$ cat src/hdl/tile_map_pixel_generator_defines.svh
// assertion macros shared by the tile map pixel generator modules
// each macro expects signals named clk and rst_n in the using module
`ifndef TILE_MAP_PIXEL_GENERATOR_DEFINES_SVH
`define TILE_MAP_PIXEL_GENERATOR_DEFINES_SVH

// same-cycle implication
`define TMPG_ASSERT_NOW(label, ante, cons, msg) \
  label: assert property (@(posedge clk) disable iff (!rst_n) (ante) |-> (cons)) \
    else $error(msg);

// next-cycle implication
`define TMPG_ASSERT_NEXT(label, ante, cons, msg) \
  label: assert property (@(posedge clk) disable iff (!rst_n) (ante) |=> (cons)) \
    else $error(msg);

`endif

$ cat src/hdl/tmpg_pkg.sv
`default_nettype none

package tmpg_pkg;

  // map and store geometry
  localparam int MAP_COLUMNS    = 15;
  localparam int MAP_ROWS       = 20;
  localparam int TILE_COUNT     = 16;
  localparam int TILE_SIDE      = 16;
  localparam int WORDS_PER_TILE = 32;
  localparam int WORDS_PER_LINE = 2;
  localparam int PALETTE_SIZE   = 16;
  localparam int MAP_SIZE       = MAP_COLUMNS * MAP_ROWS;
  localparam int PATTERN_SIZE   = TILE_COUNT * WORDS_PER_TILE;

  // store address widths
  localparam int MAP_AW = (MAP_SIZE > 1) ? $clog2(MAP_SIZE) : 1;
  localparam int PAT_AW = (PATTERN_SIZE > 1) ? $clog2(PATTERN_SIZE) : 1;

  // queue between front and back
  localparam int QUEUE_DEPTH = 4;
  localparam int QPTR_W      = $clog2(QUEUE_DEPTH);

  typedef enum logic [1:0] {
    CMD_MAP_WR = 2'd0,
    CMD_PAT_WR = 2'd1,
    CMD_PAL_WR = 2'd2,
    CMD_RENDER = 2'd3
  } cmd_t;

  // one queued transaction for the back end
  typedef struct packed {
    cmd_t        cmd;
    logic [8:0]  addr;
    logic [31:0] data;
    logic [3:0]  tile;
    logic [3:0]  line;
  } q_item_t;

  // queue status seen by both ends
  typedef struct packed {
    logic full;
    logic empty;
  } q_status_t;

endpackage

`default_nettype wire

$ cat src/hdl/tmpg_queue.sv
`default_nettype none

module tmpg_queue (
  input  wire logic                clk,
  input  wire logic                rst_n,
  input  wire logic                push,
  input  wire tmpg_pkg::q_item_t   push_item,
  input  wire logic                pop,
  output tmpg_pkg::q_item_t        head_item,
  output tmpg_pkg::q_status_t      status
);

  tmpg_pkg::q_item_t           slots_r [tmpg_pkg::QUEUE_DEPTH];
  logic [tmpg_pkg::QPTR_W-1:0] wr_ptr_r, wr_ptr_nxt;
  logic [tmpg_pkg::QPTR_W-1:0] rd_ptr_r, rd_ptr_nxt;
  logic [tmpg_pkg::QPTR_W:0]   cnt_r, cnt_nxt;
  logic                        do_push, do_pop;

  assign status.full  = (cnt_r == (tmpg_pkg::QPTR_W + 1)'(tmpg_pkg::QUEUE_DEPTH));
  assign status.empty = (cnt_r == '0);
  assign do_push      = push && !status.full;
  assign do_pop       = pop && !status.empty;
  assign head_item    = slots_r[rd_ptr_r];

  // pointer and fill count update
  always_comb begin
    wr_ptr_nxt = do_push ? wr_ptr_r + 1'b1 : wr_ptr_r;
    rd_ptr_nxt = do_pop ? rd_ptr_r + 1'b1 : rd_ptr_r;
    cnt_nxt    = cnt_r;
    if (do_push && !do_pop) begin
      cnt_nxt = cnt_r + 1'b1;
    end else if (do_pop && !do_push) begin
      cnt_nxt = cnt_r - 1'b1;
    end
  end

  always_ff @(posedge clk) begin
    if (!rst_n) begin
      wr_ptr_r <= '0;
      rd_ptr_r <= '0;
      cnt_r    <= '0;
    end else begin
      wr_ptr_r <= wr_ptr_nxt;
      rd_ptr_r <= rd_ptr_nxt;
      cnt_r    <= cnt_nxt;
    end
    if (do_push) begin
      slots_r[wr_ptr_r] <= push_item;
    end
  end

endmodule

`default_nettype wire

$ cat config.mk
export PLATFORM = sky130hd
export DESIGN_NAME = tmpg_queue
export DESIGN_NICKNAME = d
export VERILOG_FILES = /design/src/hdl/tile_map_pixel_generator_defines.svh /design/src/hdl/tmpg_pkg.sv /design/src/hdl/tmpg_queue.sv
export SDC_FILE = /design/constraint.sdc
export NUM_CORES = 1
export LEC_CHECK = 0
export BUFFER_PORTS_ARGS = -buffer_cell sky130_fd_sc_hd__buf_2
export CAP_MARGIN = 30
export CORE_ASPECT_RATIO = 0.8
export CORE_MARGIN = 5
export CORE_UTILIZATION = 25
export CTS_CLUSTER_SIZE = 25
export DETAILED_ROUTE_END_ITERATION = 10
export GPL_TIMING_DRIVEN = 1
export PLACE_DENSITY = 0.4
export SETUP_SLACK_MARGIN = 0.02
export SLEW_MARGIN = 20
export SYNTH_ARGS = -nofsm -noshare
export SYNTH_HDL_FRONTEND = slang
export SYNTH_SLANG_ARGS = --single-unit
$ cat constraint.sdc
create_clock -name clk -period 4.7 [get_ports clk]
set_input_delay 0.47 -clock clk [delete_from_list [all_inputs] [get_ports clk]]
set_output_delay 0.47 -clock clk [all_outputs]
set_load 0.02 [all_outputs]
---- Word level (Yosys, flattened, before mapping) ----
Memory sizes are Yosys's and may differ from the RTL's. A register that Yosys moved wholly into a read port is not among the register bits.
Cells that the tools add are included.
storage, ports and cells
  register bits after elaboration ......... 7
  memory bits (writable) .................. 204
  output and inout port bits .............. 53
  memories ................................ 1
cells by class
  add/subtract/negate cells ............... 4
  equality and inequality tests ........... 1
  muxes and demuxes ....................... 6
  reduce and logical (&&, ||, !) cells .... 10
memory list
  memory   words  bits a word  read ports  clocked after Yosys merged registers in  write ports  line              text
  slots_r  4      51           1           1                                        1            tmpg_queue.sv:13  tmpg_pkg::q_item_t slots_r [tmpg_pkg::QUEUE_DEPTH];
operators by type and width
  operator                                                             count
  3-bit 2-to-1 mux                                                     2
  2-bit by 1-bit adder with 2-bit output (second input constant)       2
  1-bit logical AND                                                    4
  1-bit zero test                                                      4
  2-bit 2-to-1 mux                                                     2
  3-bit by 1-bit adder with 3-bit output (second input constant)       1
  3-bit equality test (second input constant)                          1
  3-bit zero test                                                      1
  3-bit by 1-bit subtractor with 3-bit output (second input constant)  1
  1-bit 2-to-1 mux                                                     2
  2-bit nonzero test                                                   1

---- Depth between registers and ports, before layout ----
  depth after elaboration ................. 7
  mapped depth ............................ 9
  gate-level depth less buffers ........... 8

---- Worst setup path before layout ----
No wires, ideal clock.
  path type ............................... reg-to-reg
  start ................................... reg cnt_r[0] in the netlist's numbering
  end ..................................... mem slots_r[0][0] in the netlist's numbering, enable pin
  setup time .............................. 414 ps
  arrival ................................. 2087 ps
  required time ........................... 4286 ps
  path slack .............................. 2199 ps
  stages on the path, launching flop included .. 5
  clock period less this slack ............ 2501 ps
  cells stage by stage .................... dfxtp_1 nor3b_2 nor2b_1 buf_6 and2_1
RTL lines
  what                    line              text
  start, declared         tmpg_queue.sv:16  logic [tmpg_pkg::QPTR_W:0] cnt_r, cnt_nxt;
  start signal, assigned  tmpg_queue.sv:45  cnt_r <= cnt_nxt;
  end, declared           tmpg_queue.sv:13

==> flow_metrics.tcl <==
set metrics [dict create \
    netlist_instances 315 \
    avgRoutedWirePerCell_um 19.5 \
    cp-end-kind "output port" \
    ys_seq_elements 213 \
    wl_um 17100 \
    grt_util_met3 0.0315 \
    cp.required_ns 4.23 \
    ys_types 25 \
    avgSynthCellArea_um2 25.1 \
    num_vias 3541 \
    fp.dieArea_mm2 0.0353 \
    final.setup_skew_ns 0.00955 \
    synthSimpleGateAreaFrac 0.0128 \
    slew_headroom 0.438 \
    chipWidth_um 209 \
    grt_pass1_wl_um 25700 \
    grt_pass1_vias 3856 \
    pin_count 108 \
    gp_congestion 0.688 \
    fp-row-count 58 \
    syn_nets 376 \
    worstSetupPathType "reg2out" \
    synth-main-ff-cell "edfxtp_1" \
    synth-compound-area-share 0.00427 \
    fin_nets 501 \
    cts_sinks 213 \
    die_h_um 169 \
    synth.area.mux_share 0.150 \
    firstDrtPassIters 4 \
    hold_path_class "in2reg" \
    first_iter_violations 190 \
    n_antenna_cell 0 \
    core_area_mm2 0.0314 \
    period_needed_ns 2.89 \
    portBuffers 107 \
    area_growth_pct 21.7 \
    postCtsSetupBuffers 0 \
    cap_violations 0 \
    antenna_found_initial 2 \
    hpwl_um 11100 \
    netlist_area_mm2 0.00791 \
    ctsHoldBuffers 0 \
    arrival_ns 2.42 \
    track_usage 0.0962 \
    tightest_slew_ns 0.843 \
    numCtsBuffers 22 \
    cts_max_level 1 \
    crit_fanout 29 \
    ctsResizeCount 0 \
    cts_tree "done" \
    pre_cts_ws_ns 1.92 \
    drive_above_1_share 0.443 \
    outcome "completed" \
    antenna_left 0 \
    p_leak_nw 3.16 \
    grt_busiest_layer "met2" \
    ys_warn_count 0 \
    synth_top_family_by_area "multiplexers" \
    finalPower_w 0.00543 \
    finalMaxSlewViolations 0 \
    clockBufferDepth 3 \
    fin_setup_tns_ns 0 \
    hold_violations 0 \
    rsz0062_at_grt "no" \
    synth_edf_count 204 \
    placed_area_mm2 0.00893 \
    fin_crit_sh 0.614 \
    synth_fa_ha_area_frac 0.0104 \
    finalWorstSetupSlack_ns 1.81 \
    synthXorXnorAreaFrac 0.00443 \
    cts.clk_slew.worst_paths_ns 0.06 \
    cp-start-kind "flip-flop" \
    seq_area_frac_synth 0.797 \
    initial_core_util 0.252 \
    synthArstFlopShare 0 \
    fin_hold_ws_ns 0.190 \
    gr-total-overflow 0 \
    grtUsageMet2 0.144 \
    power_density_mw_per_mm2 565 \
    root_buffer "clkbuf_16" \
    ir_drop_v 0.000191 \
    grt_max_degree 30 \
    via_per_inst 4.04 \
    design_area_mm2 0.00962 \
    setup_violations 0 \
    fmaxAchievable_mhz 347 \
    worstSkewPairLatency_ns 0.49 \
    route.detailed.drc 0 \
    grt_util_met1 0.137 \
]
==> Yosys cell counts (2+ instances only) <==
cell type    n  share of area
mux2i_1      3         0.0038
buf_6        2         0.0028
and2_1       8         0.0063
ha_1         5         0.0079
mux4_2      50           0.14
inv_1        3         0.0014
nand2_1      4         0.0019
buf_12       5          0.013
xnor2_1      3         0.0033
edfxtp_1   204           0.77
buf_2        5         0.0032
dfxtp_1      9          0.023
nor2b_1      2         0.0016
==> cell type report <==
cell class / count / area (um^2)
Timing Repair Buffer: 115 / 641
Multi-Input combinational cell: 85 / 1440
Fill cell: 3059 / 21700
Tap cell: 420 / 526
Inverter: 3 / 11.3
Clock inverter: 9 / 66.3
Sequential cell: 213 / 6310
Clock buffer: 31 / 626
==> cell families after synthesis <==
group,after synthesis
fa+ha+maj,6
flops,213
simple gates,17
buf+inv,17
mux,54
compound gates,4
xor+xnor,4
==> metrics by stage <==
step,instances,util
after floorplan,315,-
after global placement,833,0.283
after detailed placement,836,0.285
after CTS,876,0.307
after global routing,876,0.307
final,876,0.307
==> registers in the layout (all words and copies together) (netlist names), named ones only <==
signal	count
wr_ptr_r	2
slots_r	204
cnt_r	3
rd_ptr_r	2
==> where the power goes <==
group          internal, W  leakage [nW]  switching [W]  total (W)
Sequential         0.00231          1.94       0.000146    0.00246
Clock             0.000980         0.335       0.000683    0.00166
Combinational     0.000570         0.883       0.000746    0.00132
Total              0.00386          3.16        0.00158    0.00543
==> worst paths after layout <==
check                              startpoint             end  slack [ns]  cells after the start
worst max-delay path                flip-flop   head_item[19]        1.81                      3
worst min-delay path            push_item[32]  slots_r[2][32]        0.19                      1
worst max register to register       cnt_r[0]  slots_r[3][15]        2.05                      4
worst min register to register    wr_ptr_r[1]     wr_ptr_r[1]        0.50                      2
==> worst max-delay path, cell delays in order, from the launching register on <==
cell and delay (ns):
dfxtp_2 0.76, buf_4 0.54, mux4_2 0.41, buf_2 0.18
==> cells in the final DEF, fill, tap and decap left out, drive strengths merged <==
master / Yosys / final
xor2: 1 / 1
o311ai: 1 / 1
and2: 8 / 8
clkinvlp: 0 / 1
fa: 1 / 1
nor2b: 2 / 2
edfxtp: 204 / 204
xnor2: 3 / 3
o21ai: 1 / 1
clkinv: 0 / 7
o31ai: 1 / 1
bufinv: 0 / 1
mux2i: 3 / 3
a21boi: 1 / 1
or3: 1 / 1
nor3b: 1 / 1
buf: 13 / 115
dfxtp: 9 / 9
inv: 3 / 3
nand2: 4 / 4
nor3: 1 / 1
mux4: 51 / 51
clkbuf: 1 / 31
ha: 5 / 5
==> routing by layer <==
layer,part of all wire,up-vias
met5,0.0014,-
met3,0.066,26
li1,-,1574
met2,0.44,98
met4,0.018,4
met1,0.47,1839
No activity file was read; power rests on OpenSTA's default activity.
