### src/hdl/tile_map_pixel_generator_defines.svh
// assertion macros shared by the tile map pixel generator modules
// each macro expects signals named clk and rst_n in the using module
`ifndef TILE_MAP_PIXEL_GENERATOR_DEFINES_SVH
`define TILE_MAP_PIXEL_GENERATOR_DEFINES_SVH

// same-cycle implication
`define TMPG_ASSERT_NOW(label, ante, cons, msg) \
  label: assert property (@(posedge clk) disable iff (!rst_n) (ante) |-> (cons)) \
    else $error(msg);

// next-cycle implication
`define TMPG_ASSERT_NEXT(label, ante, cons, msg) \
  label: assert property (@(posedge clk) disable iff (!rst_n) (ante) |=> (cons)) \
    else $error(msg);

`endif

### src/hdl/tmpg_pkg.sv
`default_nettype none

package tmpg_pkg;

  // map and store geometry
  localparam int MAP_COLUMNS    = 15;
  localparam int MAP_ROWS       = 20;
  localparam int TILE_COUNT     = 16;
  localparam int TILE_SIDE      = 16;
  localparam int WORDS_PER_TILE = 32;
  localparam int WORDS_PER_LINE = 2;
  localparam int PALETTE_SIZE   = 16;
  localparam int MAP_SIZE       = MAP_COLUMNS * MAP_ROWS;
  localparam int PATTERN_SIZE   = TILE_COUNT * WORDS_PER_TILE;

  // store address widths
  localparam int MAP_AW = (MAP_SIZE > 1) ? $clog2(MAP_SIZE) : 1;
  localparam int PAT_AW = (PATTERN_SIZE > 1) ? $clog2(PATTERN_SIZE) : 1;

  // queue between front and back
  localparam int QUEUE_DEPTH = 4;
  localparam int QPTR_W      = $clog2(QUEUE_DEPTH);

  typedef enum logic [1:0] {
    CMD_MAP_WR = 2'd0,
    CMD_PAT_WR = 2'd1,
    CMD_PAL_WR = 2'd2,
    CMD_RENDER = 2'd3
  } cmd_t;

  // one queued transaction for the back end
  typedef struct packed {
    cmd_t        cmd;
    logic [8:0]  addr;
    logic [31:0] data;
    logic [3:0]  tile;
    logic [3:0]  line;
  } q_item_t;

  // queue status seen by both ends
  typedef struct packed {
    logic full;
    logic empty;
  } q_status_t;

endpackage

`default_nettype wire

### src/hdl/tmpg_front.sv
`default_nettype none

`include "tile_map_pixel_generator_defines.svh"

module tmpg_front (
  input  wire logic                clk,
  input  wire logic                rst_n,
  input  wire logic                in_push,
  output logic                     in_full,
  input  wire logic [1:0]          in_command,
  input  wire logic [8:0]          in_address,
  input  wire logic [31:0]         in_write_data,
  input  wire logic [8:0]          in_screen_row,
  input  wire logic [3:0]          in_tile_column,
  input  wire tmpg_pkg::q_status_t q_status,
  output logic                     q_push,
  output tmpg_pkg::q_item_t        q_item
);

  // tile map memory with clearing pass after reset
  logic [3:0]                 map_mem [tmpg_pkg::MAP_SIZE];
  logic [3:0]                 map_rd_r;
  logic                       clearing_r, clearing_nxt;
  logic [tmpg_pkg::MAP_AW-1:0] clr_idx_r, clr_idx_nxt;

  // second stage holding the transaction while the map read completes
  logic              s1_valid_r, s1_valid_nxt;
  tmpg_pkg::q_item_t s1_item_r, s1_item_nxt;
  logic              s1_in_map_r;
  logic              s1_wants_push;
  logic              s1_stall;

  logic                        accept;
  tmpg_pkg::cmd_t              cmd;
  logic [4:0]                  tile_row;
  logic                        in_map_c;
  logic [tmpg_pkg::MAP_AW-1:0] map_idx;
  logic                        map_we;
  logic [tmpg_pkg::MAP_AW-1:0] map_waddr;
  logic [3:0]                  map_wdata;
  logic                        map_re;

  // input handshake
  assign cmd           = tmpg_pkg::cmd_t'(in_command);
  assign s1_wants_push = s1_valid_r && (s1_item_r.cmd != tmpg_pkg::CMD_MAP_WR);
  assign s1_stall      = s1_wants_push && q_status.full;
  assign in_full       = clearing_r || s1_stall;
  assign accept        = in_push && !in_full;

  // map index of the rendered tile
  assign tile_row = in_screen_row[8:4];
  assign in_map_c = (int'(tile_row) < tmpg_pkg::MAP_ROWS) &&
                    (int'(in_tile_column) < tmpg_pkg::MAP_COLUMNS);
  assign map_idx  = in_map_c ?
                    tmpg_pkg::MAP_AW'(int'(tile_row) * tmpg_pkg::MAP_COLUMNS +
                                      int'(in_tile_column)) : '0;

  // map write port: clearing pass or a map write transaction
  always_comb begin
    map_we    = 1'b0;
    map_waddr = clr_idx_r;
    map_wdata = 4'd0;
    if (clearing_r) begin
      map_we = 1'b1;
    end else if (accept && cmd == tmpg_pkg::CMD_MAP_WR &&
                 int'(in_address) < tmpg_pkg::MAP_SIZE) begin
      map_we    = 1'b1;
      map_waddr = tmpg_pkg::MAP_AW'(in_address);
      map_wdata = in_write_data[3:0];
    end
  end

  assign map_re = accept && cmd == tmpg_pkg::CMD_RENDER;

  always_ff @(posedge clk) begin
    if (map_we) begin
      map_mem[map_waddr] <= map_wdata;
    end
    if (map_re) begin
      map_rd_r    <= map_mem[map_idx];
      s1_in_map_r <= in_map_c;
    end
  end

  // clearing pass sequencing
  always_comb begin
    clearing_nxt = clearing_r;
    clr_idx_nxt  = clr_idx_r;
    if (clearing_r) begin
      if (clr_idx_r == tmpg_pkg::MAP_AW'(tmpg_pkg::MAP_SIZE - 1)) begin
        clearing_nxt = 1'b0;
      end else begin
        clr_idx_nxt = clr_idx_r + 1'b1;
      end
    end
  end

  // second stage next state
  always_comb begin
    s1_valid_nxt = s1_valid_r;
    s1_item_nxt  = s1_item_r;
    if (accept) begin
      s1_valid_nxt     = 1'b1;
      s1_item_nxt.cmd  = cmd;
      s1_item_nxt.addr = in_address;
      s1_item_nxt.data = in_write_data;
      s1_item_nxt.tile = 4'd0;
      s1_item_nxt.line = in_screen_row[3:0];
    end else if (!s1_stall) begin
      s1_valid_nxt = 1'b0;
    end
  end

  always_ff @(posedge clk) begin
    if (!rst_n) begin
      clearing_r <= 1'b1;
      clr_idx_r  <= '0;
      s1_valid_r <= 1'b0;
    end else begin
      clearing_r <= clearing_nxt;
      clr_idx_r  <= clr_idx_nxt;
      s1_valid_r <= s1_valid_nxt;
    end
    s1_item_r <= s1_item_nxt;
  end

  // hand off to the queue, tile taken as zero outside the map
  assign q_push = s1_wants_push && !q_status.full;
  always_comb begin
    q_item      = s1_item_r;
    q_item.tile = s1_in_map_r ? map_rd_r : 4'd0;
  end

  `TMPG_ASSERT_NOW(a_no_accept_while_clearing, clearing_r, !accept,
                   "transaction accepted during map clearing pass")
  `TMPG_ASSERT_NEXT(a_stalled_stage_holds, s1_stall, s1_valid_r && $stable(s1_item_r),
                    "stalled front stage lost its transaction")

endmodule

`default_nettype wire

### config.mk
export PLATFORM = sky130hd
export DESIGN_NAME = tmpg_front
export DESIGN_NICKNAME = d
export VERILOG_FILES = /design/src/hdl/tmpg_pkg.sv /design/src/hdl/tmpg_front.sv
export VERILOG_INCLUDE_DIRS = /design/src /design/src/hdl
export SDC_FILE = /design/constraint.sdc
export NUM_CORES = 2
export LEC_CHECK = 0
export BUFFER_PORTS_ARGS = -buffer_cell sky130_fd_sc_hd__buf_4
export CELL_PAD_IN_SITES_DETAIL_PLACEMENT = 2
export CELL_PAD_IN_SITES_GLOBAL_PLACEMENT = 2
export CORE_MARGIN = 3
export CORE_UTILIZATION = 40
export DETAILED_ROUTE_END_ITERATION = 8
export PLACE_DENSITY = 0.79
export SYNTH_ARGS = -nofsm -noshare
export SYNTH_HDL_FRONTEND = slang
export SYNTH_SLANG_ARGS = --single-unit
export TNS_END_PERCENT = 5
### constraint.sdc
create_clock -name clk -period 15.9 [get_ports clk]
set_clock_uncertainty 0.05 [all_clocks]
set_input_delay 3.18 -clock clk [delete_from_list [all_inputs] [get_ports clk]]
set_output_delay 3.18 -clock clk [all_outputs]
set_load 0.05 [all_outputs]
# After elaboration in Yosys (flattened, before gate mapping)
# Memories as Yosys holds them, arrays and structs flattened. A register that Yosys moved wholly into a read port is not among the register bits.
# Cells that the tools add are included.
# W data, S select, Z words.
# classes
n_lt_le_gt_ge	3
n_mux	14
bitwise	1
n_reduce_logical	14
addsub	2
n_eq_ne	3
n_mul	1
# ops
op	count
$mux W9	3
$mux W4	3
$add A9 B1 Y9 const B	1
$add A9 B4 Y9	1
$eq A9 B9 Y1 const B	1
$lt A9 B9 Y1 const B	1
$mul A5 B4 Y9 const B	1
$logic_and A1 B1 Y1	8
$mux W1	8
$lt A5 B5 Y1 const B	1
$lt A4 B4 Y1 const B	1
$eq A2 B2 Y1 const B	1
$logic_not A1 Y1	2
$logic_not A2 Y1	1
$ne A2 B1 Y1 const B	1
$reduce_and A2 Y1	1
$reduce_bool A2 Y1	1
$logic_or A1 B1 Y1	1
$not A1 Y1	1
# word_totals
output_inout_bits	53
in_bits	61
memories	1
word_cells	47
ram_bits	1200
ff_bits	59
# memory_table
memory	depth	word_bits	read_ports	rd_ports_with_merged_regs	wr	line	source
map_mem	300	4	1	1	1	tmpg_front.sv:21	logic [3:0] map_mem [tmpg_pkg::MAP_SIZE];

# Depth between registers and ports, before layout
# depth
depth_word	12
ltp_mapped	19
depth_no_buf	15

# Least setup slack after synthesis
# No wires, ideal clock.
# synth_timing
path_type	input to register
from	input q_status[1] (netlist name)
to	memory map_mem[0][0], data pin
n_path_buf	1
setup_ps	983
setup_slack_ps	6761
cell_stages	6
arrival_ps	8106
required_ps	14867
path_cell_list	o211ai_1 -> and2b_1 -> nand2_1 -> nor4_2 -> clkbuf_1 -> and2_1
# synth_via
elab_chain_cells	8
# synth_lines
element	line	source
start, declared	tmpg_front.sv:15	input wire tmpg_pkg::q_status_t q_status,
$logic_and A1 B1 Y1	tmpg_front.sv:46	assign s1_stall = s1_wants_push && q_status.full;
$logic_or A1 B1 Y1	tmpg_front.sv:47	assign in_full = clearing_r || s1_stall;
$logic_not A1 Y1	tmpg_front.sv:48	assign accept = in_push && !in_full;
$logic_and A1 B1 Y1	tmpg_front.sv:48	
$logic_and A1 B1 Y1 (2 in a row)	tmpg_front.sv:65	end else if (accept && cmd == tmpg_pkg::CMD_MAP_WR &&
$mux W4	tmpg_front.sv:65	
$mux W4	tmpg_front.sv:63	if (clearing_r) begin
named net map_wdata[0]	tmpg_front.sv:40	logic [3:0] map_wdata;
end, declared	tmpg_front.sv:21	
# The timed path passes the listed nets, and every way through them passes these cells.

# Final worst setup path
# layout_timing
from	input in_screen_row[4]
to	register map_rd_r[3] (read register of map_mem), data pin
# layout_via
elab_chain_cells	3
elab_cells_between_ends	5
cone_classes	1 x add/sub; 1 x mul; 1 x order compare; 1 x mux; 1 x reduce/logical
# layout_lines
element	line	source
start, declared	tmpg_front.sv:13	input wire logic [8:0] in_screen_row,
$mul A5 B4 Y9 / $lt A5 B5 Y1 (equally long branches)	tmpg_front.sv:55, tmpg_front.sv:52	
$add A9 B4 Y9 / $logic_and A1 B1 Y1 (equally long branches)	tmpg_front.sv:55, tmpg_front.sv:52	
$mux W9 (*)	tmpg_front.sv:54	assign map_idx = in_map_c ?
end, declared	tmpg_front.sv:22	logic [3:0] map_rd_r;
# Every way passes the cells marked *; elsewhere a longest branch is shown, timed or not.
# A chain may end at the register's enable or synchronous reset.

==> reports/results.ini <==
[status]
status = finished, violations left
failed_checks = capacitance limit

[timing]
slew_violations = 0
tns_ns = 0
fmax_mhz = 101
setup_viol = 0
period_minus_slack_ns = 9.92
post-route-period-util_pct = 62.4
worst_slack_ns = 5.98
max_slew_margin_pct = 2.29
final-hold-violation-count = 0
rsz0062_at_grt = no
worst_slew_pin_slew_ns = 1.45

[power_and_ir_drop]
p_int_uw = 5910
swShare_pct = 32.4
power_density_nw_per_um2 = 150
p_leak_uw = 0.0184
peakVddDrop_mv = 0.121
p_seq_share_pct = 41.4
p_comb_share_pct = 21.8
power.net_switching_uw = 2830
clockPowerShare_pct = 36.9

[synth]
ys_top_cells_by_count = edfxtp_1, nor2_1, nand2_1
syn_avg_cell_area_um2 = 15.4
synthFlopType = edfxtp_1
async_flop_share_pct = 0
synth.net_count = 3432
yosysTopAreaCellShare_pct = 73.1
ys_seq_area_share_pct = 73.5
synth_cell_types = 82
synthTopCellsByArea = edfxtp_1, mux4_2, nor2_1, mux2i_1, nand2_1
synth_edf_count = 1252
synthMuxAreaShare_pct = 7.13
synth.largest_area_cell = edfxtp_1
synth_compound_area_share_pct = 8.25
synth_top_family_by_area = compound AO/OA/AOI/OAI gates
yosys.area_share.simple_pct = 7.74
yosysMostFrequentCell = edfxtp_1
yosysWarnings = 0
yosys.area_share.xor_xnor_pct = 0.202
synth-adder-area-share_pct = 0.837
synth_cells = 3342
syn_area_um2 = 51400
synth-seq-cells = 1263

[global_route]
met2_usage_pct = 51.0
grt_start_max_net_pins = 101
grt_util_met1_pct = 37.7
overflow = 0
antenna_found_initial = 12
grt_pass1_wl_um = 294000
globalRoute.busiestLayer = met2
grt_pass1_vias = 37500
grt_use_total_pct = 31.1
grt_use_met3_pct = 7.97

[worst_setup_path]
arrival_ns = 10.33
endpoint_kind = flip-flop
required_ns = 16.31
cp_max_fo = 26
start_kind = primary input
crit_type = in -> reg

[clocking]
post_cts_buffers = 0
clock_latency_ns = 0.78
clk_pin_slew_ns = 0.07
cts_resized = 0
cts_hold_buf = 0
clock_path_buffers = 3
numCtsBuffers = 136
tritoncts = done
cts_root_buffer = clkbuf_16
cts_sinks = 1263
cts_htree_levels = 4

[detailed_routing]
routedWlPerCell_um = 39.9
vias_per_cell = 6.68
postRouteAntennaNets = 0
first_iter_violations = 4944
drc = 0
wl_um = 208000
dr.pass1.iters = 6
num_vias = 34800

[cells_and_area]
nNetsFinal = 3545
syn2layout_area_growth_pct = 13.6
drive_gt1_share_pct = 16.1
fillers = 11800

[place]
dp_hpwl_um = 119000
globalplace.congestion = 0.811
port_buffers = 112
dp_slack_ns = 5.64

[floorplan]
boundaryPins = 114
die_h_um = 365
core_um2 = 127000
num_rows = 130
fp.dieW_um = 365
start_util_pct = 40.6
die_area_um2 = 133000

[worst_hold_path]
hold_path.class = reg -> reg

[run]
max_cap_viol_count = 1

-- metrics by stage --
stage | std cells | hold WS [ns] | area (um^2) | utilization [%] | total power, uW
finish | 5212 | 0.494 | 58400 | 46.1 | 8740
global route | 5206 | 0.563 | 58400 | 46.1 | 8900
CTS | 5206 | 0.506 | 58400 | 46.1 | 8680
detailed placement | 4967 | 0.499 | 54100 | 42.7 | 5460
global placement | 4967 | 0.473 | 54100 | 42.7 | 5370
floorplan | 3342 | 0.440 | 51400 | - | 4640
-- worst max-delay path: stages --
cell	delay, ns
buf_4	0.14
fa_1	0.54
fa_1	0.55
inv_1	0.06
fa_4	0.88
inv_2	0.61
buf_4	0.67
nand4_1	1.04
a221oi_1	0.66
or3_1	0.27
o31ai_1	0.11
a2111oi_0	0.56
a2111oi_0	0.20
o21ai_0	0.53
o211ai_1	0.25
-- power groups by stage --
stage	logic, uW	clock network [uW]	registers [uW]
after CTS	1830	3240	3610
final	1900	3220	3610
after global routing	1920	3360	3610
after detailed placement	1780	0	3690
after floorplan	955	0	3690
after global placement	1680	0	3690
-- placed cells by master, fill, tap and decap left out, types with 83 or more instances in the layout --
cell / instances
edfxtp_1: 1252
nor2_1: 391
buf_4: 196
mux2i_1: 120
clkbuf_16: 142
o22ai_1: 91
mux4_2: 83
o21ai_0: 107
nand2_1: 269
-- routing by layer --
layer	wire (um)	share of wire (%)
met1	73600	35
met2	100000	48
met3	21400	10
met4	12800	6.2
met5	38	0.018
-- registers in the layout, summed over array words and instances (netlist names) --
name,flops
q_item,47
clr_idx_r,9
map_mem,1200
s1_valid_r,1
s1_in_map_r,1
clearing_r,1
map_rd_r,4
-- path summary, 6_finish.rpt --
kind	endpoint	slack, ns	cells after the start	start
worst max register to register	map_mem[132][1]	10.99	7	q_item[49]
worst min-delay path	s1_valid_r	0.49	2	s1_valid_r
worst max-delay path	map_rd_r[3]	5.98	15	in_screen_row[4]
worst min register to register	s1_valid_r	0.49	2	s1_valid_r
-- cells by family after synthesis --
kind of cell	count (synthesis)
mux	256
fa+ha+maj	29
buf+inv	252
xor+xnor	11
compound gates	613
flops	1263
simple gates	918
-- final cells by class --
cell class / count / area [um^2] / share of cell area [%]
clock buffers: 166 / 3640 / 6.24
inverters: 29 / 109 / 0.186
flip-flops and latches: 1263 / 37800 / 64.8
repair buffers: 198 / 1510 / 2.59
multi-input cells: 1827 / 12600 / 21.5
well taps: 1650 / 2060 / 3.54
clock inverters: 73 / 657 / 1.12
diodes: 6 / 15.0 / 0.0257
Power figures use the tool's default switching activity.
